[src/hw/rtl/gf256_dispersal_encoder_macros.svh]
// assertion macros for the gf256 dispersal encoder
// the module that uses them must have clk and rst_n in scope
`ifndef GF256_DISPERSAL_ENCODER_MACROS_SVH
`define GF256_DISPERSAL_ENCODER_MACROS_SVH

`ifndef SYNTHESIS

// same-cycle implication
`define GDE_ASSERT_NOW(label, ante, cons, msg) \
    label: assert property (@(posedge clk) disable iff (!rst_n) (ante) |-> (cons)) \
        else $error(msg);

// next-cycle implication
`define GDE_ASSERT_NEXT(label, ante, cons, msg) \
    label: assert property (@(posedge clk) disable iff (!rst_n) (ante) |=> (cons)) \
        else $error(msg);

`else

`define GDE_ASSERT_NOW(label, ante, cons, msg)
`define GDE_ASSERT_NEXT(label, ante, cons, msg)

`endif

`endif

[src/hw/rtl/gde_pkg.sv]
// shared types, constants and the gf(2^8) multiply for the dispersal encoder
// no dependencies
`timescale 1ns / 1ps

package gde_pkg;

    localparam int NUM_ROWS  = 5;
    localparam int GROUP_LEN = 3;
    localparam int BYTE_W    = 8;
    localparam int ROW_W     = GROUP_LEN * BYTE_W;
    localparam int ADDR_W    = 5;
    localparam int DATA_W    = 32;

    // x^8+x^6+x^5+x^4+1
    localparam logic [BYTE_W:0] GF_POLY = 9'h171;

    typedef logic [BYTE_W-1:0] gde_byte_t;
    typedef logic [GROUP_LEN-1:0][BYTE_W-1:0] gde_group_t;
    typedef logic [NUM_ROWS-1:0][BYTE_W-1:0] gde_shares_t;
    typedef logic [NUM_ROWS-1:0][ROW_W-1:0] gde_rows_t;

    typedef enum logic [2:0] {
        REG_ROW0 = 3'd0,
        REG_ROW1 = 3'd1,
        REG_ROW2 = 3'd2,
        REG_ROW3 = 3'd3,
        REG_ROW4 = 3'd4
    } gde_reg_idx_t;

    // default matrix rows built from ascii '1'..'3', row 4 first
    localparam gde_rows_t ROW_RESET = {
        24'h333332, 24'h333232, 24'h313332, 24'h313131, 24'h323331
    };

    // shift-and-add multiply with reduction
    function automatic gde_byte_t gf_mul(input gde_byte_t a, input gde_byte_t b);
        gde_byte_t       acc;
        logic [BYTE_W:0] x;
        acc = '0;
        x   = {1'b0, a};
        for (int k = 0; k < BYTE_W; k++)
        begin
            if (b[k])
            begin
                acc = acc ^ x[BYTE_W-1:0];
            end
            x = {x[BYTE_W-1:0], 1'b0};
            if (x[BYTE_W])
            begin
                x = x ^ GF_POLY;
            end
        end
        return acc;
    endfunction

endpackage

[src/hw/rtl/gde_data_if.sv]
// stream interface carrying one three-byte data group
// depends on gde_pkg
`timescale 1ns / 1ps

interface gde_data_if;
    logic              valid;
    logic              ready;
    gde_pkg::gde_byte_t data_byte0;
    gde_pkg::gde_byte_t data_byte1;
    gde_pkg::gde_byte_t data_byte2;

    modport source (output valid, output data_byte0, output data_byte1,
                    output data_byte2, input ready);
    modport sink   (input valid, input data_byte0, input data_byte1,
                    input data_byte2, output ready);
endinterface

[src/hw/rtl/gde_share_if.sv]
// stream interface carrying the five share bytes of one group
// depends on gde_pkg
`timescale 1ns / 1ps

interface gde_share_if;
    logic              valid;
    logic              ready;
    gde_pkg::gde_byte_t share0;
    gde_pkg::gde_byte_t share1;
    gde_pkg::gde_byte_t share2;
    gde_pkg::gde_byte_t share3;
    gde_pkg::gde_byte_t share4;

    modport source (output valid, output share0, output share1, output share2,
                    output share3, output share4, input ready);
    modport sink   (input valid, input share0, input share1, input share2,
                    input share3, input share4, output ready);
endinterface

[src/hw/rtl/gf256_dispersal_encoder.sv]
// gf(2^8) information dispersal encoder: three data bytes in, five share bytes out
// datapath: a group transferred in is held in the input register of gde_core, and its shares
// then in the result register, which drives share_out; back-pressure from share_out can stall both
// throughput: one group per cycle while share_out is ready, set by the two-register datapath in gde_core
// reset: pipeline empties and the coefficient rows load the default '1'..'3' matrix
// depends on gde_pkg, gde_data_if, gde_share_if, gde_regs and gde_core
`timescale 1ns / 1ps

module gf256_dispersal_encoder (
    input  logic                        clk,
    input  logic                        rst_n,
    input  logic                        psel,
    input  logic                        penable,
    input  logic                        pwrite,
    input  logic [gde_pkg::ADDR_W-1:0]  paddr,
    input  logic [gde_pkg::DATA_W-1:0]  pwdata,
    output logic [gde_pkg::DATA_W-1:0]  prdata,
    output logic                        pready,
    gde_data_if.sink                    data_in,
    gde_share_if.source                 share_out
);

    gde_pkg::gde_rows_t rows;

    gde_regs u_regs (
        .clk     (clk),
        .rst_n   (rst_n),
        .psel    (psel),
        .penable (penable),
        .pwrite  (pwrite),
        .paddr   (paddr),
        .pwdata  (pwdata),
        .prdata  (prdata),
        .pready  (pready),
        .rows    (rows)
    );

    gde_core u_core (
        .clk       (clk),
        .rst_n     (rst_n),
        .rows      (rows),
        .data_in   (data_in),
        .share_out (share_out)
    );

endmodule

[src/hw/rtl/gde_regs.sv]
// apb coefficient row registers for the dispersal encoder
// depends on gde_pkg
`timescale 1ns / 1ps

module gde_regs (
    input  logic                        clk,
    input  logic                        rst_n,
    input  logic                        psel,
    input  logic                        penable,
    input  logic                        pwrite,
    input  logic [gde_pkg::ADDR_W-1:0]  paddr,
    input  logic [gde_pkg::DATA_W-1:0]  pwdata,
    output logic [gde_pkg::DATA_W-1:0]  prdata,
    output logic                        pready,
    output gde_pkg::gde_rows_t          rows
);

    gde_pkg::gde_rows_t    rows_reg;
    gde_pkg::gde_rows_t    rows_next;
    gde_pkg::gde_reg_idx_t reg_idx;
    logic                  wr_en;

    assign pready  = 1'b1;
    assign wr_en   = psel && penable && pwrite;
    // word address, byte offset ignored
    assign reg_idx = gde_pkg::gde_reg_idx_t'(paddr[gde_pkg::ADDR_W-1:2]);

    always_comb
    begin
        rows_next = rows_reg;
        if (wr_en)
        begin
            case (reg_idx)
                gde_pkg::REG_ROW0: rows_next[0] = pwdata[gde_pkg::ROW_W-1:0];
                gde_pkg::REG_ROW1: rows_next[1] = pwdata[gde_pkg::ROW_W-1:0];
                gde_pkg::REG_ROW2: rows_next[2] = pwdata[gde_pkg::ROW_W-1:0];
                gde_pkg::REG_ROW3: rows_next[3] = pwdata[gde_pkg::ROW_W-1:0];
                gde_pkg::REG_ROW4: rows_next[4] = pwdata[gde_pkg::ROW_W-1:0];
                default: rows_next = rows_reg;
            endcase
        end
    end

    always_comb
    begin
        case (reg_idx)
            gde_pkg::REG_ROW0: prdata = gde_pkg::DATA_W'(rows_reg[0]);
            gde_pkg::REG_ROW1: prdata = gde_pkg::DATA_W'(rows_reg[1]);
            gde_pkg::REG_ROW2: prdata = gde_pkg::DATA_W'(rows_reg[2]);
            gde_pkg::REG_ROW3: prdata = gde_pkg::DATA_W'(rows_reg[3]);
            gde_pkg::REG_ROW4: prdata = gde_pkg::DATA_W'(rows_reg[4]);
            default:           prdata = '0;
        endcase
    end

    always_ff @(posedge clk or negedge rst_n)
    begin
        if (!rst_n)
        begin
            rows_reg <= gde_pkg::ROW_RESET;
        end
        else
        begin
            rows_reg <= rows_next;
        end
    end

    assign rows = rows_reg;

endmodule

[src/hw/rtl/gde_core.sv]
// two-stage datapath: input register, gf(2^8) dot products, result register
// depends on gde_pkg, gde_data_if, gde_share_if and the assertion macros
`timescale 1ns / 1ps
`include "gf256_dispersal_encoder_macros.svh"

module gde_core (
    input  logic               clk,
    input  logic               rst_n,
    input  gde_pkg::gde_rows_t rows,
    gde_data_if.sink           data_in,
    gde_share_if.source        share_out
);

    logic                 s1_valid_reg;
    logic                 s1_valid_next;
    gde_pkg::gde_group_t  s1_data_reg;
    logic                 s2_valid_reg;
    logic                 s2_valid_next;
    gde_pkg::gde_shares_t s2_share_reg;
    gde_pkg::gde_shares_t share_next;
    logic                 s1_adv;
    logic                 in_xfer;

    // a stage moves on when the one after it is empty or drains this cycle
    assign s1_adv        = !s2_valid_reg || share_out.ready;
    assign data_in.ready = !s1_valid_reg || s1_adv;
    assign in_xfer       = data_in.valid && data_in.ready;

    assign s1_valid_next = in_xfer || (s1_valid_reg && !s1_adv);
    assign s2_valid_next = (s1_valid_reg && s1_adv) || (s2_valid_reg && !share_out.ready);

    always_comb
    begin
        for (int i = 0; i < gde_pkg::NUM_ROWS; i++)
        begin
            share_next[i] = '0;
            for (int j = 0; j < gde_pkg::GROUP_LEN; j++)
            begin
                share_next[i] = share_next[i] ^
                    gde_pkg::gf_mul(rows[i][gde_pkg::BYTE_W*j +: gde_pkg::BYTE_W],
                                    s1_data_reg[j]);
            end
        end
    end

    always_ff @(posedge clk or negedge rst_n)
    begin
        if (!rst_n)
        begin
            s1_valid_reg <= 1'b0;
            s2_valid_reg <= 1'b0;
        end
        else
        begin
            s1_valid_reg <= s1_valid_next;
            s2_valid_reg <= s2_valid_next;
        end
    end

    always_ff @(posedge clk)
    begin
        if (in_xfer)
        begin
            s1_data_reg <= {data_in.data_byte2, data_in.data_byte1, data_in.data_byte0};
        end
        if (s1_valid_reg && s1_adv)
        begin
            s2_share_reg <= share_next;
        end
    end

    assign share_out.valid  = s2_valid_reg;
    assign share_out.share0 = s2_share_reg[0];
    assign share_out.share1 = s2_share_reg[1];
    assign share_out.share2 = s2_share_reg[2];
    assign share_out.share3 = s2_share_reg[3];
    assign share_out.share4 = s2_share_reg[4];

    `GDE_ASSERT_NEXT(a_s1_moves_to_s2, s1_valid_reg && s1_adv, s2_valid_reg, "group lost between stages")
    `GDE_ASSERT_NOW(a_no_take_when_full, s1_valid_reg && !s1_adv, !data_in.ready, "input taken while stage 1 is blocked")
    `GDE_ASSERT_NEXT(a_zero_group, s1_valid_reg && s1_adv && s1_data_reg == '0, s2_share_reg == '0, "zero group gave nonzero share")

endmodule
[src/flat_wrapper.sv]
// flat-port wrapper written by rule: the top's interface ports become plain ports
module gf256_dispersal_encoder_flat 
  (clk, rst_n, psel, penable, pwrite, paddr, pwdata, prdata, pready, data_in_valid, data_in_data_byte0, data_in_data_byte1, data_in_data_byte2, data_in_ready, share_out_valid, share_out_share0, share_out_share1, share_out_share2, share_out_share3, share_out_share4, share_out_ready);
  gde_data_if data_in_i ();
  gde_share_if share_out_i ();
  input  logic clk;
  input  logic rst_n;
  input  logic psel;
  input  logic penable;
  input  logic pwrite;
  input  logic [gde_pkg::ADDR_W-1:0] paddr;
  input  logic [gde_pkg::DATA_W-1:0] pwdata;
  output logic [gde_pkg::DATA_W-1:0] prdata;
  output logic pready;
  input wire logic [$bits(data_in_i.valid)-1:0] data_in_valid;
  input wire logic [$bits(data_in_i.data_byte0)-1:0] data_in_data_byte0;
  input wire logic [$bits(data_in_i.data_byte1)-1:0] data_in_data_byte1;
  input wire logic [$bits(data_in_i.data_byte2)-1:0] data_in_data_byte2;
  output wire logic [$bits(data_in_i.ready)-1:0] data_in_ready;
  output wire logic [$bits(share_out_i.valid)-1:0] share_out_valid;
  output wire logic [$bits(share_out_i.share0)-1:0] share_out_share0;
  output wire logic [$bits(share_out_i.share1)-1:0] share_out_share1;
  output wire logic [$bits(share_out_i.share2)-1:0] share_out_share2;
  output wire logic [$bits(share_out_i.share3)-1:0] share_out_share3;
  output wire logic [$bits(share_out_i.share4)-1:0] share_out_share4;
  input wire logic [$bits(share_out_i.ready)-1:0] share_out_ready;
  assign data_in_i.valid = data_in_valid;
  assign data_in_i.data_byte0 = data_in_data_byte0;
  assign data_in_i.data_byte1 = data_in_data_byte1;
  assign data_in_i.data_byte2 = data_in_data_byte2;
  assign data_in_ready = data_in_i.ready;
  assign share_out_valid = share_out_i.valid;
  assign share_out_share0 = share_out_i.share0;
  assign share_out_share1 = share_out_i.share1;
  assign share_out_share2 = share_out_i.share2;
  assign share_out_share3 = share_out_i.share3;
  assign share_out_share4 = share_out_i.share4;
  assign share_out_i.ready = share_out_ready;
  gf256_dispersal_encoder u_core (.clk(clk), .rst_n(rst_n), .psel(psel), .penable(penable), .pwrite(pwrite), .paddr(paddr), .pwdata(pwdata), .prdata(prdata), .pready(pready), .data_in(data_in_i), .share_out(share_out_i));
endmodule
[config.mk]
export PLATFORM = sky130hd
export DESIGN_NAME = gf256_dispersal_encoder_flat
export DESIGN_NICKNAME = d
export VERILOG_FILES = /design/src/hw/rtl/gde_pkg.sv /design/src/hw/rtl/gde_data_if.sv /design/src/hw/rtl/gde_share_if.sv /design/src/hw/rtl/gf256_dispersal_encoder.sv /design/src/hw/rtl/gde_regs.sv /design/src/hw/rtl/gde_core.sv /design/src/flat_wrapper.sv
export VERILOG_INCLUDE_DIRS = /design/src /design/src/hw/rtl
export SDC_FILE = /design/constraint.sdc
export NUM_CORES = 1
export LEC_CHECK = 0
export BUFFER_PORTS_ARGS = -buffer_cell sky130_fd_sc_hd__buf_4
export CORE_MARGIN = 4
export CORE_UTILIZATION = 47
export CTS_CLUSTER_DIAMETER = 200
export DETAILED_ROUTE_END_ITERATION = 6
export PLACE_DENSITY = 0.74
export SLEW_MARGIN = 20
export SYNTH_ARGS = -nofsm -noshare
export SYNTH_HDL_FRONTEND = slang
export SYNTH_SLANG_ARGS = --single-unit
[constraint.sdc]
create_clock -name clk -period 3.5 [get_ports clk]
set_input_delay 0.35 -clock clk [delete_from_list [all_inputs] [get_ports clk]]
set_output_delay 0.35 -clock clk [all_outputs]
set_load 0.01 [all_outputs]
==> qor.txt <==
status: finished, violations left
violated checks: design-rule violations
HPWL Detailed: 62910 µm
LEAKAGE: 11.50 nW
Die Y-Extent: 241.8 µm
Crit. End Element: flop
Clock Path Buffers: 2
path depth of the worst reg2reg path: 7
unrepaired setup endpoints after global routing: no
setup ws final: 0.4409 ns
Cell Rows: 85
PwrDens: 1087 mW/mm²
total CTS buffers: 17
H-Tree Depth: 4
Critical Path RT: 3.71 ns
# Max-Cap Violations: 0
WL/cell: 23.73 µm
slowest stage delay, CP: 0.73 ns
die width: 241.8 µm
clk root buf: clkbuf_16
worst flop-to-flop path endpoint: u_core.u_core.share_out.share0[5]
crit path cell chain: xnor2_1 > xnor2_1 > xnor2_1 > nor2b_1 > xnor2_1 > xnor3_1 > xnor3_1
crit path launch type: flop
synthesized area: 0.02569 mm²
top cells by area in the synthesized netlist: xnor2_1 (26%), xor2_1 (13%), nand2_1 (13%)
DR top layer: met5
Critical Path Start: u_core.u_regs.rows[23]
drt total wl: 88580 µm
vias in the first global route: 20640
EDFF count, synth: 64
Synth top cells by count: nand2_1 (908), xnor2_1 (769), xor2_1 (394)
Post-Place Worst Slack: 0.5219 ns
Final TNS setup: 0 ns
CORE AREA: 0.05392 mm²
Slew headroom: 27.96%
gr usage total: 29.26%
synthesized area per cell: 8.512 µm²
Synth async-reset ratio: 65.59%
Clock Sinks: 186
# diodes: 0
largest net degree at the start of global routing: 59
Placer Congestion: 0.9791
DRC violations left: 9
DR WL met3: 11240 µm
first-pass GRT wire length: 131500 µm
Starting Density: 47.64%
critical path's slowest cell: xnor2_1
CP most frequent cell: xnor2_1
share of cells above drive strength 1: 16.46%
Max VDD drop: 545.7 µV
DR WL met2: 37870 µm
Max Clock Freq: 0.3269 GHz
Worst Path Max Fanout: 14
Cells after DPL: 3700
Worst-Margin Slew: 1.081 ns
Starting DRT DRC Count: 2795
Yosys warnings: 0
sequential area share after synthesis: 19.61%
port bufs: 123
crit path time final: 3.059 ns
Worst-Skew Late Latency: 0.48 ns
post-synth top area share: 26.22%
setup slack, reg-to-reg: 0.44 ns
post-synth top area cell: xnor2_1
Hold WC Path Type: input pin to flop
first drt pass iteration count: 7
Largest register FFs: 120
crit path kind: flop to flop
Antenna Nets Post-Route: 0
Layout Area Growth over Synthesis: 9.824%
Final Non-Filler Cells: 3733
crit path to: u_core.u_core.share_out.share0[5]
Setup Skew: 0.01413 ns
IO Count: 143
vias per cell: 5.782
NumNets Final: 3092
Post-Route M1 WL: 34510 µm
Worst Path Arrival: 3.27 ns
Reg2Reg Launch Point: u_core.u_regs.rows[23]
Tcrit/Tclk final: 87.40%
via count: 21580
hold violation count in the final report: 0
Netlist cell types: 44
Slew Viols, Final: 0
top-count cell post-synth: nand2_1
antenna violations before repair: 5
final setup fails: 0
synthesized flop and latch total: 186
die area: 0.05846 mm²
CTS tree: done
Synth Flop Type: dfrtp_1
GRT Residual Overflow: 0
Syn Inst Count: 3018
clock transition at the registers of the reported paths: 0.08 ns
cells in the final DEF, fill, tap and decap left out, drive strengths merged, types with 2 or more instances in the layout:
cell type,synthesis,routed
a21oi,6,6
a221o,23,23
a22oi,17,17
and2,14,14
buf,127,261
clkbuf,155,18
clkinv,0,5
conb,2,9
dfrtp,72,72
dfstp,50,50
edfxtp,64,64
inv,5,12
mux2,140,140
mux2i,25,25
nand2,908,908
nand2b,18,18
nand3,7,7
nand3b,3,3
nor2,17,17
nor2b,15,15
nor3,3,3
nor3b,2,2
o211ai,3,3
o21ai,41,41
o221ai,2,2
o2bb2ai,2,2
or2,3,3
xnor2,770,770
xnor3,64,64
xor2,398,398
xor3,54,54
worst max-delay path, delay by kind of cell (launching register included):
kind,cells,cell delay (ns)
XOR/XNOR,6,1.90
flip-flops,1,0.71
AND/OR/NAND/NOR,1,0.16
per-layer routing:
| layer | vias to the layer above | global-route usage, % |
|---|---|---|
| met2 | 1556 | 44.27 |
| met1 | 10310 | 39.42 |
| met5 | - | 0 |
| met3 | 331 | 7.190 |
| li1 | 9379 | - |
| met4 | 6 | 13.91 |
cell type report:
class	instances	area, µm²
fill	4860	25710
multi-input combinational	2552	19490
sequential	186	5037
timing repair buffer	262	2170
tap	696	870.8
clock buffer	18	439.2
clock inverter	14	190.2
inverter	5	18.77
per-stage QoR:
stage                     hold slack [ns]  utilization [%]  total power [mW]  instance area [µm²]
after floorplan                   0.05441                -             23.01                25710
after global placement             0.4611            51.14             27.81                27570
after detailed placement           0.4683            51.14             28.15                27570
after CTS                         0.03179            52.32             30.44                28210
after global routing              0.03588            52.32             32.31                28210
final                             0.04250            52.32             30.67                28210
worst min path at each step:
stage | to | cells after the start | slack (ns) | from
5_1_grt | u_core.u_core.s1_data_reg[0] | 1 | 0.04 | data_in_data_byte0[0]
3_5_place_dp | u_core.u_core.s1_valid_reg | 1 | 0.47 | rst_n
4_1_cts | u_core.u_core.s1_data_reg[4] | 1 | 0.03 | data_in_data_byte0[4]
3_3_place_gp | u_core.u_core.share_out.valid | 1 | 0.46 | u_core.u_core.s1_valid_reg
2_1_floorplan | u_core.u_core.s1_valid_reg | 0 | 0.05 | rst_n
6_report | u_core.u_core.s1_data_reg[16] | 1 | 0.04 | data_in_data_byte2[0]
power breakdown:
| part | internal [mW] | switching [mW] |
|---|---|---|
| Sequential | 3.81 | 1.16 |
| Clock | 1.06 | 1.09 |
| Combinational | 12.5 | 11.0 |
| Total | 17.4 | 13.3 |
kinds of logic after synthesis:
| group | share of synthesized area [%] |
|---|---|
| buffers and inverters | 4.744 |
| XOR/XNOR | 50.58 |
| multiplexers | 7.199 |
| flip-flops | 19.61 |
| AO/OA/AOI/OAI | 2.703 |
| other | 0.02924 |
| AND/OR/NAND/NOR | 15.13 |
timing repair:
item	CTS	global route
endpoints found under the hold margin	22	0
setup buffers	0	0
hold buffers	1	0
gates resized for setup	0	0
(Power assumes the default switching activity.)
